<file path="config.mk">
export PLATFORM = sky130hd
export DESIGN_NAME = lookup3_byte_hash
export DESIGN_NICKNAME = d
export VERILOG_FILES = /design/src/sv/lu3bh_pkg.sv /design/src/sv/lookup3_byte_hash.sv /design/src/sv/lu3bh_mix.sv /design/src/sv/lu3bh_final.sv
export VERILOG_INCLUDE_DIRS = /design/src /design/src/sv
export SDC_FILE = /design/constraint.sdc
export NUM_CORES = 2
export LEC_CHECK = 0
export BUFFER_PORTS_ARGS = -buffer_cell sky130_fd_sc_hd__buf_2
export CAP_MARGIN = 20
export CORE_MARGIN = 2
export CORE_UTILIZATION = 65
export CTS_CLUSTER_SIZE = 24
export DETAILED_ROUTE_END_ITERATION = 16
export GPL_TIMING_DRIVEN = 0
export MAX_ROUTING_LAYER = met4
export PLACE_DENSITY = 0.88
export RECOVER_POWER = 50
export SKIP_LAST_GASP = 1
export SLEW_MARGIN = 20
export SYNTH_ARGS = -nofsm -noshare
export SYNTH_HDL_FRONTEND = slang
export SYNTH_SLANG_ARGS = --single-unit
export TNS_END_PERCENT = 20
</file>
<file path="constraint.sdc">
create_clock -name clk -period 21 [get_ports clk]
set_clock_uncertainty 0.1 [all_clocks]
set_input_delay 1.05 -clock clk [delete_from_list [all_inputs] [get_ports clk]]
set_output_delay 1.05 -clock clk [all_outputs]
set_load 0.05 [all_outputs]
</file>
<file path="src/sv/lookup3_byte_hash_macros.svh">
// ----------------------------------------------------------------------------
// lookup3 byte hash assertion macros
// Shared concurrent assertion forms, clocked on clk and disabled in rst.
// ----------------------------------------------------------------------------
`ifndef LOOKUP3_BYTE_HASH_MACROS_SVH
`define LOOKUP3_BYTE_HASH_MACROS_SVH

// implication checked at every rising edge outside reset
`define LU3BH_ASSERT_IMP(lbl, ante, cons) \
  lbl: assert property (@(posedge clk) disable iff (rst) (ante) |-> (cons)) \
    else $error("lookup3_byte_hash: implication check failed");

// condition that holds at every rising edge outside reset
`define LU3BH_ASSERT_ALWAYS(lbl, cond) \
  lbl: assert property (@(posedge clk) disable iff (rst) (cond)) \
    else $error("lookup3_byte_hash: invariant check failed");

`endif

</file>
<file path="src/sv/lu3bh_pkg.sv">
// ----------------------------------------------------------------------------
// lu3bh_pkg
// Types, constants and round functions of the lookup3 byte hash.
// ----------------------------------------------------------------------------
package lu3bh_pkg;

  localparam logic [31:0] SEED_BASE  = 32'hdeadbeef;
  localparam logic [3:0]  BLOCK_LAST = 4'd11;

  // the three lookup3 working words
  typedef struct packed {
    logic [31:0] a;
    logic [31:0] b;
    logic [31:0] c;
  } words_t;

  // mix unit result toward the byte front end
  typedef struct packed {
    logic   done;
    words_t w;
  } mix_res_t;

  // job handed to the final mixing pipe
  typedef struct packed {
    logic   raw;
    words_t w;
  } fin_job_t;

  function automatic logic [31:0] rotl(logic [31:0] x, int unsigned k);
    return (x << k) | (x >> (32 - k));
  endfunction

  // mix, rounds one and two
  function automatic words_t mix_12(words_t w);
    logic [31:0] a, b, c;
    words_t r;
    a = w.a; b = w.b; c = w.c;
    a = a - c; a = a ^ rotl(c, 4); c = c + b;
    b = b - a; b = b ^ rotl(a, 6); a = a + c;
    r.a = a; r.b = b; r.c = c;
    return r;
  endfunction

  // mix, rounds three and four
  function automatic words_t mix_34(words_t w);
    logic [31:0] a, b, c;
    words_t r;
    a = w.a; b = w.b; c = w.c;
    c = c - b; c = c ^ rotl(b, 8);  b = b + a;
    a = a - c; a = a ^ rotl(c, 16); c = c + b;
    r.a = a; r.b = b; r.c = c;
    return r;
  endfunction

  // mix, rounds five and six
  function automatic words_t mix_56(words_t w);
    logic [31:0] a, b, c;
    words_t r;
    a = w.a; b = w.b; c = w.c;
    b = b - a; b = b ^ rotl(a, 19); a = a + c;
    c = c - b; c = c ^ rotl(b, 4);  b = b + a;
    r.a = a; r.b = b; r.c = c;
    return r;
  endfunction

  // final, rounds one to three
  function automatic words_t fin_123(words_t w);
    logic [31:0] a, b, c;
    words_t r;
    a = w.a; b = w.b; c = w.c;
    c = c ^ b; c = c - rotl(b, 14);
    a = a ^ c; a = a - rotl(c, 11);
    b = b ^ a; b = b - rotl(a, 25);
    r.a = a; r.b = b; r.c = c;
    return r;
  endfunction

  // final, rounds four and five
  function automatic words_t fin_45(words_t w);
    logic [31:0] a, b, c;
    words_t r;
    a = w.a; b = w.b; c = w.c;
    c = c ^ b; c = c - rotl(b, 16);
    a = a ^ c; a = a - rotl(c, 4);
    r.a = a; r.b = b; r.c = c;
    return r;
  endfunction

  // final, rounds six and seven, only c is needed
  function automatic logic [31:0] fin_67(words_t w);
    logic [31:0] a, b, c;
    a = w.a; b = w.b; c = w.c;
    b = b ^ a; b = b - rotl(a, 14);
    c = c ^ b; c = c - rotl(b, 24);
    return c;
  endfunction

endpackage

</file>
<file path="src/sv/lookup3_byte_hash.sv">
// ----------------------------------------------------------------------------
// lookup3_byte_hash
// Byte-serial lookup3 little-endian hash, initial value zero.
// ----------------------------------------------------------------------------
//  channel  dir  signals                     content
//  s_       in   tvalid tready tdata tlast   key byte, key length, last byte
//  m_       out  tvalid tready tdata         32-bit hash
//
//  One byte is taken per cycle while no key-ending item is held. A full block
//  starts the three-stage mix unit; a last byte arriving while that mix is
//  still in flight waits, since its block needs the mixed words.
//  The hash then passes the final pipe (f0, f1, f2) and the result register.
//  Output back pressure fills the elastic final pipe; only items that end a
//  key wait for room, other bytes keep flowing.
//  Reset is synchronous and clears the control state.
// ----------------------------------------------------------------------------
module lookup3_byte_hash (
  input  logic        clk,
  input  logic        rst,
  input  logic        s_tvalid,
  output logic        s_tready,
  input  logic [39:0] s_tdata,   // data_byte[7:0], key_length[39:8]
  input  logic        s_tlast,   // last_byte
  output logic        m_tvalid,
  input  logic        m_tready,
  output logic [31:0] m_tdata    // hash_value[31:0]
);
  import lu3bh_pkg::*;

  logic [7:0]  data_byte;
  logic [31:0] key_length;
  logic [31:0] seed;
  words_t      seed_w;

  logic        key_active;
  logic [3:0]  block_pos;
  words_t      base;
  logic [95:0] blk;

  logic [3:0]  pos;
  logic [95:0] blk_eff;
  logic [95:0] blk_next;
  words_t      base_eff;
  words_t      sum;
  logic        empty_key;
  logic        need_fin;
  logic        block_full;
  logic        take;
  logic        mix_launch;
  logic        mix_busy;
  mix_res_t    mix_res;
  logic        fin_ready;
  logic        fin_push;
  fin_job_t    fin_job;

  assign data_byte  = s_tdata[7:0];
  assign key_length = s_tdata[39:8];
  assign seed       = SEED_BASE + key_length;
  assign seed_w     = '{a: seed, b: seed, c: seed};

  // a new key starts from the seed and an empty block
  assign pos      = key_active ? block_pos : '0;
  assign blk_eff  = key_active ? blk : '0;
  assign base_eff = key_active ? base : seed_w;
  assign blk_next = blk_eff | ({88'd0, data_byte} << {pos, 3'b000});

  // block bytes added onto the words
  assign sum.a = base_eff.a + blk_next[31:0];
  assign sum.b = base_eff.b + blk_next[63:32];
  assign sum.c = base_eff.c + blk_next[95:64];

  assign empty_key  = !key_active && (key_length == '0);
  assign need_fin   = s_tlast || empty_key;
  assign block_full = (pos == BLOCK_LAST);

  // a key-ending item needs room in the final pipe and settled words
  assign s_tready   = !need_fin || (fin_ready && !(key_active && mix_busy));
  assign take       = s_tvalid && s_tready;
  assign mix_launch = take && !need_fin && block_full;
  assign fin_push   = take && need_fin;

  assign fin_job.raw = empty_key;
  assign fin_job.w   = empty_key ? seed_w : sum;

  // key and block tracking
  always_ff @(posedge clk) begin
    if (rst) begin
      key_active <= 1'b0;
      block_pos  <= '0;
    end else if (take) begin
      if (need_fin) begin
        key_active <= 1'b0;
        block_pos  <= '0;
      end else begin
        key_active <= 1'b1;
        block_pos  <= block_full ? 4'd0 : pos + 4'd1;
      end
    end
  end

  // block bytes and base words
  always_ff @(posedge clk) begin
    if (take && !need_fin) begin
      blk <= block_full ? '0 : blk_next;
    end
    if (mix_res.done) begin
      base <= mix_res.w;
    end else if (take && !key_active) begin
      base <= seed_w;
    end
  end

  lu3bh_mix u_mix (
    .clk      (clk),
    .rst      (rst),
    .launch   (mix_launch),
    .launch_w (sum),
    .res      (mix_res),
    .busy     (mix_busy)
  );

  lu3bh_final u_final (
    .clk      (clk),
    .rst      (rst),
    .push     (fin_push),
    .job      (fin_job),
    .ready    (fin_ready),
    .m_tvalid (m_tvalid),
    .m_tready (m_tready),
    .m_tdata  (m_tdata)
  );

  // checks
`include "lookup3_byte_hash_macros.svh"

  `LU3BH_ASSERT_IMP(a_mix_spacing, mix_launch, !mix_busy)
  `LU3BH_ASSERT_IMP(a_fin_settled, fin_push && key_active, !mix_busy)
  `LU3BH_ASSERT_ALWAYS(a_pos_range, block_pos <= BLOCK_LAST)
  `LU3BH_ASSERT_IMP(a_key_end, $fell(key_active), $past(rst) || $past(fin_push))

endmodule

</file>
<file path="src/sv/lu3bh_mix.sv">
// ----------------------------------------------------------------------------
// lu3bh_mix
// Three-stage pipelined block mix; the result is taken combinationally from stage s2.
// ----------------------------------------------------------------------------
module lu3bh_mix (
  input  logic              clk,
  input  logic              rst,
  input  logic              launch,
  input  lu3bh_pkg::words_t launch_w,
  output lu3bh_pkg::mix_res_t res,
  output logic              busy
);
  import lu3bh_pkg::*;

  logic   [2:0] v;
  words_t       s0;
  words_t       s1;
  words_t       s2;

  // stage valids
  always_ff @(posedge clk) begin
    if (rst) begin
      v <= '0;
    end else begin
      v <= {v[1:0], launch};
    end
  end

  // stage payload; s0 holds the launch words, s1 and s2 each add two rounds
  always_ff @(posedge clk) begin
    s0 <= launch_w;
    s1 <= mix_12(s0);
    s2 <= mix_34(s1);
  end

  // last rounds feed the owner's base words directly
  assign res.done = v[2];
  assign res.w    = mix_56(s2);
  assign busy     = |v;

endmodule

</file>
<file path="src/sv/lu3bh_final.sv">
// ----------------------------------------------------------------------------
// lu3bh_final
// Elastic final-mixing pipe ending in the result register.
// ----------------------------------------------------------------------------
module lu3bh_final (
  input  logic                clk,
  input  logic                rst,
  input  logic                push,
  input  lu3bh_pkg::fin_job_t job,
  output logic                ready,
  output logic                m_tvalid,
  input  logic                m_tready,
  output logic [31:0]         m_tdata    // hash_value[31:0]
);
  import lu3bh_pkg::*;

  logic     f0_v, f1_v, f2_v;
  fin_job_t f0, f1, f2;
  logic     out_rdy, f2_rdy, f1_rdy;

  // each stage moves when the next one is empty or moving
  assign out_rdy = !m_tvalid || m_tready;
  assign f2_rdy  = !f2_v || out_rdy;
  assign f1_rdy  = !f1_v || f2_rdy;
  assign ready   = !f0_v || f1_rdy;

  // stage valids
  always_ff @(posedge clk) begin
    if (rst) begin
      f0_v     <= 1'b0;
      f1_v     <= 1'b0;
      f2_v     <= 1'b0;
      m_tvalid <= 1'b0;
    end else begin
      if (ready)   f0_v     <= push;
      if (f1_rdy)  f1_v     <= f0_v;
      if (f2_rdy)  f2_v     <= f1_v;
      if (out_rdy) m_tvalid <= f2_v;
    end
  end

  // stage payload; a raw job passes its c word untouched
  always_ff @(posedge clk) begin
    if (ready) begin
      f0 <= job;
    end
    if (f1_rdy) begin
      f1.raw <= f0.raw;
      f1.w   <= f0.raw ? f0.w : fin_123(f0.w);
    end
    if (f2_rdy) begin
      f2.raw <= f1.raw;
      f2.w   <= f1.raw ? f1.w : fin_45(f1.w);
    end
    if (out_rdy) begin
      m_tdata <= f2.raw ? f2.w.c : fin_67(f2.w);
    end
  end

endmodule
</file>
==> metrics.yaml <==
final_layout:
  mostFrequentLayoutCell: "xnor2_1"
  fin_area_mm2: 0.0697
  register_area_mm2: 0.0215
  drive_gt1_share_pct: 4.57
  most-common-layout-cells: "xnor2_1 (690), ha_1 (676), inv_1 (566), edfxtp_1 (515), a21oi_1 (485)"
  syn2layout_area_growth_pct: 8.41
  multi_input_area_mm2: 0.0402
  fillers: 7426
  layout.cells.non_filler: 8575
  fin_nets: 7936
clock_tree:
  post_cts_resized: 0
  path_clk_slew_ns: 0.07
  clk_latency_ns: 0.71
  cts_tree: "yes"
  cts_buffers: 89
  clock-sinks: 815
  cts_root_buf: "clkbuf_16"
  cts_setup_buffers: 0
  htreeDepth: 3
  clockBufferDepth: 3
  cts_hold_repair.buffers: 0
critical_path:
  cp_common_cell: "o21ai_0"
  path_class: "flip-flop to flip-flop"
  reg2reg_slack_ns: 9.79
  crit_required_ns: 21.33
  critPathLaunchType: "flip-flop"
  r2r-start: "u_final.f0[36]"
  end_kind: "flip-flop"
  r2r_end: "u_final.f1[63]"
  reg2reg_depth: 36
  cpPeakStageDelay_ns: 0.65
  worstPathArrival_ns: 11.54
  crit_start: "u_final.f0[36]"
  path_max_fanout: 6
  critPathSlowestCell: "xnor2_1"
sta:
  tightest_slew_ns: 3.57
  finalCritPeriodShare_pct: 53.4
  fmax_mhz: 89.2
  slew_headroom_pct: -138
  drv_slew: 313
  period_needed_ns: 11.21
  rsz0062_at_grt: "no"
  setup_tns_ns: 0
  finalHoldViolations: 0
  setup_viol: 0
detailed_routing:
  drc: 2
  routedWlPerCell_um: 27.6
  antenna_left: 0
  wirelength_mm: 236
  vias: 56900
  dr.pass1.iters: 14
  drt_iter0_markers: 7030
  routed_via_density: 6.63
synthesis:
  yosysTopAreaCellShare_pct: 24.0
  synth_ff_type: "edfxtp_1"
  synth.net_count: 7750
  async_reset_ff_share_pct: 0
  synth_cell_types: 105
  synth.yosys.seq_area_share_pct: 33.4
  syn_area_per_cell_um2: 9.18
  syn_area_mm2: 0.0643
  yosysWarnings: 0
  ys_seq_elements: 815
  synth.area.top_cells: "edfxtp_1 (24%), ha_1 (13%), xnor2_1 (9.5%)"
  synth_enable_flop_cells: 515
  postSynthCellCount: 7007
  yosys.area.top_type: "edfxtp_1"
die:
  start_util_pct: 65.4
  placementRows: 115
  die_area_mm2: 0.101
  ios: 79
  die_y_um: 319
  die_x_um: 319
  fp.coreArea_mm2: 0.0983
grt:
  grt_pass1_vias: 54400
  grt_pass1_wl_mm: 339
  grt_usage_pct: 46.6
  antenna_found_initial: 13
  gr-total-overflow: 0
  grt_max_degree: 68
outcome:
  violations: "DRC, capacitance limit, slew limit"
  status: "finished, violations left"
hold_path:
  worstHoldPathCells: 2
  min_path_type: "flip-flop to flip-flop"
  hold_start: "u_final.f1_v"
  holdPathEnd: "u_final.f2_v"
job:
  cap_violations: 7
place:
  place_area_mm2: 0.0666
  numPortBuffers: 76
  placed_cells: 8388
  gp_congestion: 1.12
  hpwlAfterDp_mm: 191
==> cells by family (layout without fill, tap and decap cells) <==
group                    count (synthesis)  in the layout  share of synthesized area [%]
buffers and inverters                  717            980                           4.20
AND/OR/NAND/NOR                       1784           1784                           13.7
XOR/XNOR                              1046           1046                           14.6
flip-flops                             815            815                           33.4
multiplexers                            29             29                          0.494
other                                    0             18                              0
adder cells (fa/ha/maj)                702            702                           13.9
AO/OA/AOI/OAI                         1914           1914                           19.7
==> sequential cells by signal, summed over array words and instances, names as in the netlist <==
register and count:
base 96, blk 96, block_pos 4, key_active 1, u_final.f0 97, u_final.f0_v 1, u_final.f1 97, u_final.f1_v 1
u_final.f2 97, u_final.f2_v 1, u_final.m_tdata 32, u_final.m_tvalid 1, u_mix.s0 96, u_mix.s1 96, u_mix.s2 96, u_mix.v 3
==> cells in the mapped netlist, types with 40 or more instances <==
cell type,instances
dfxtp_1,300
nand3_1,136
xor2_1,332
edfxtp_1,515
xnor2_1,695
or2_2,40
nand2b_1,130
inv_1,567
nand2_1,455
nor3_1,159
o31ai_1,56
or3_1,72
a21boi_0,61
clkbuf_1,134
o21ai_0,363
a211oi_1,56
a31oi_1,48
o21bai_1,103
and2_1,95
a21oi_1,485
and3_1,60
a21o_1,292
nor2b_1,135
ha_1,676
a22o_1,64
o21a_1,120
nor2_1,397
==> through the flow <==
stage	setup slack [ns]	hold WS (ns)	utilization, %
2_1_floorplan	9.12	0.324	-
3_3_place_gp	6.30	0.344	67.5
3_5_place_dp	10.60	0.354	67.8
4_1_cts	10.31	0.372	71.1
5_1_grt	9.47	0.387	70.9
6_report	9.79	0.371	70.9
==> per-layer routing <==
layer,vias up,global-route usage (%),share of wire [%]
met3,1292,9.84,11
met1,26500,51.8,34
li1,25400,-,-
met2,3693,71.6,44
met4,0,40.3,11
met5,-,-,0
==> final cells by class <==
type                            instances  share of cell area (%)
Buffer                                149                   0.811
Tap cell                             1287                    2.31
Multi-Input combinational cell       5475                    57.6
Clock inverter                         63                    1.14
Antenna cell                           18                  0.0646
Clock buffer                          105                    3.46
Inverter                              568                    3.06
Timing Repair Buffer                   95                   0.752
Sequential cell                       815                    30.8
==> critical path: cells and delay by family, from the launching register on <==
family | cells | cell delay, ns
fa+ha+maj | 3 | 1.07
xor+xnor | 3 | 1.64
mux | 1 | 0.38
compound gates | 22 | 5.57
flops | 1 | 0.57
simple gates | 7 | 1.57
==> worst max path at each step <==
stage | end | slack [ns]
2_1_floorplan | base[0] | 9.12
4_1_cts | u_final.f1[63] | 10.31
3_5_place_dp | u_final.f2[94] | 10.60
5_1_grt | u_final.f2[94] | 9.47
6_report | u_final.f1[63] | 9.79
3_3_place_gp | base[31] | 6.30
Power is not shown: default switching activity piles up to over one toggle a cycle in this logic, so the estimate is an artifact.
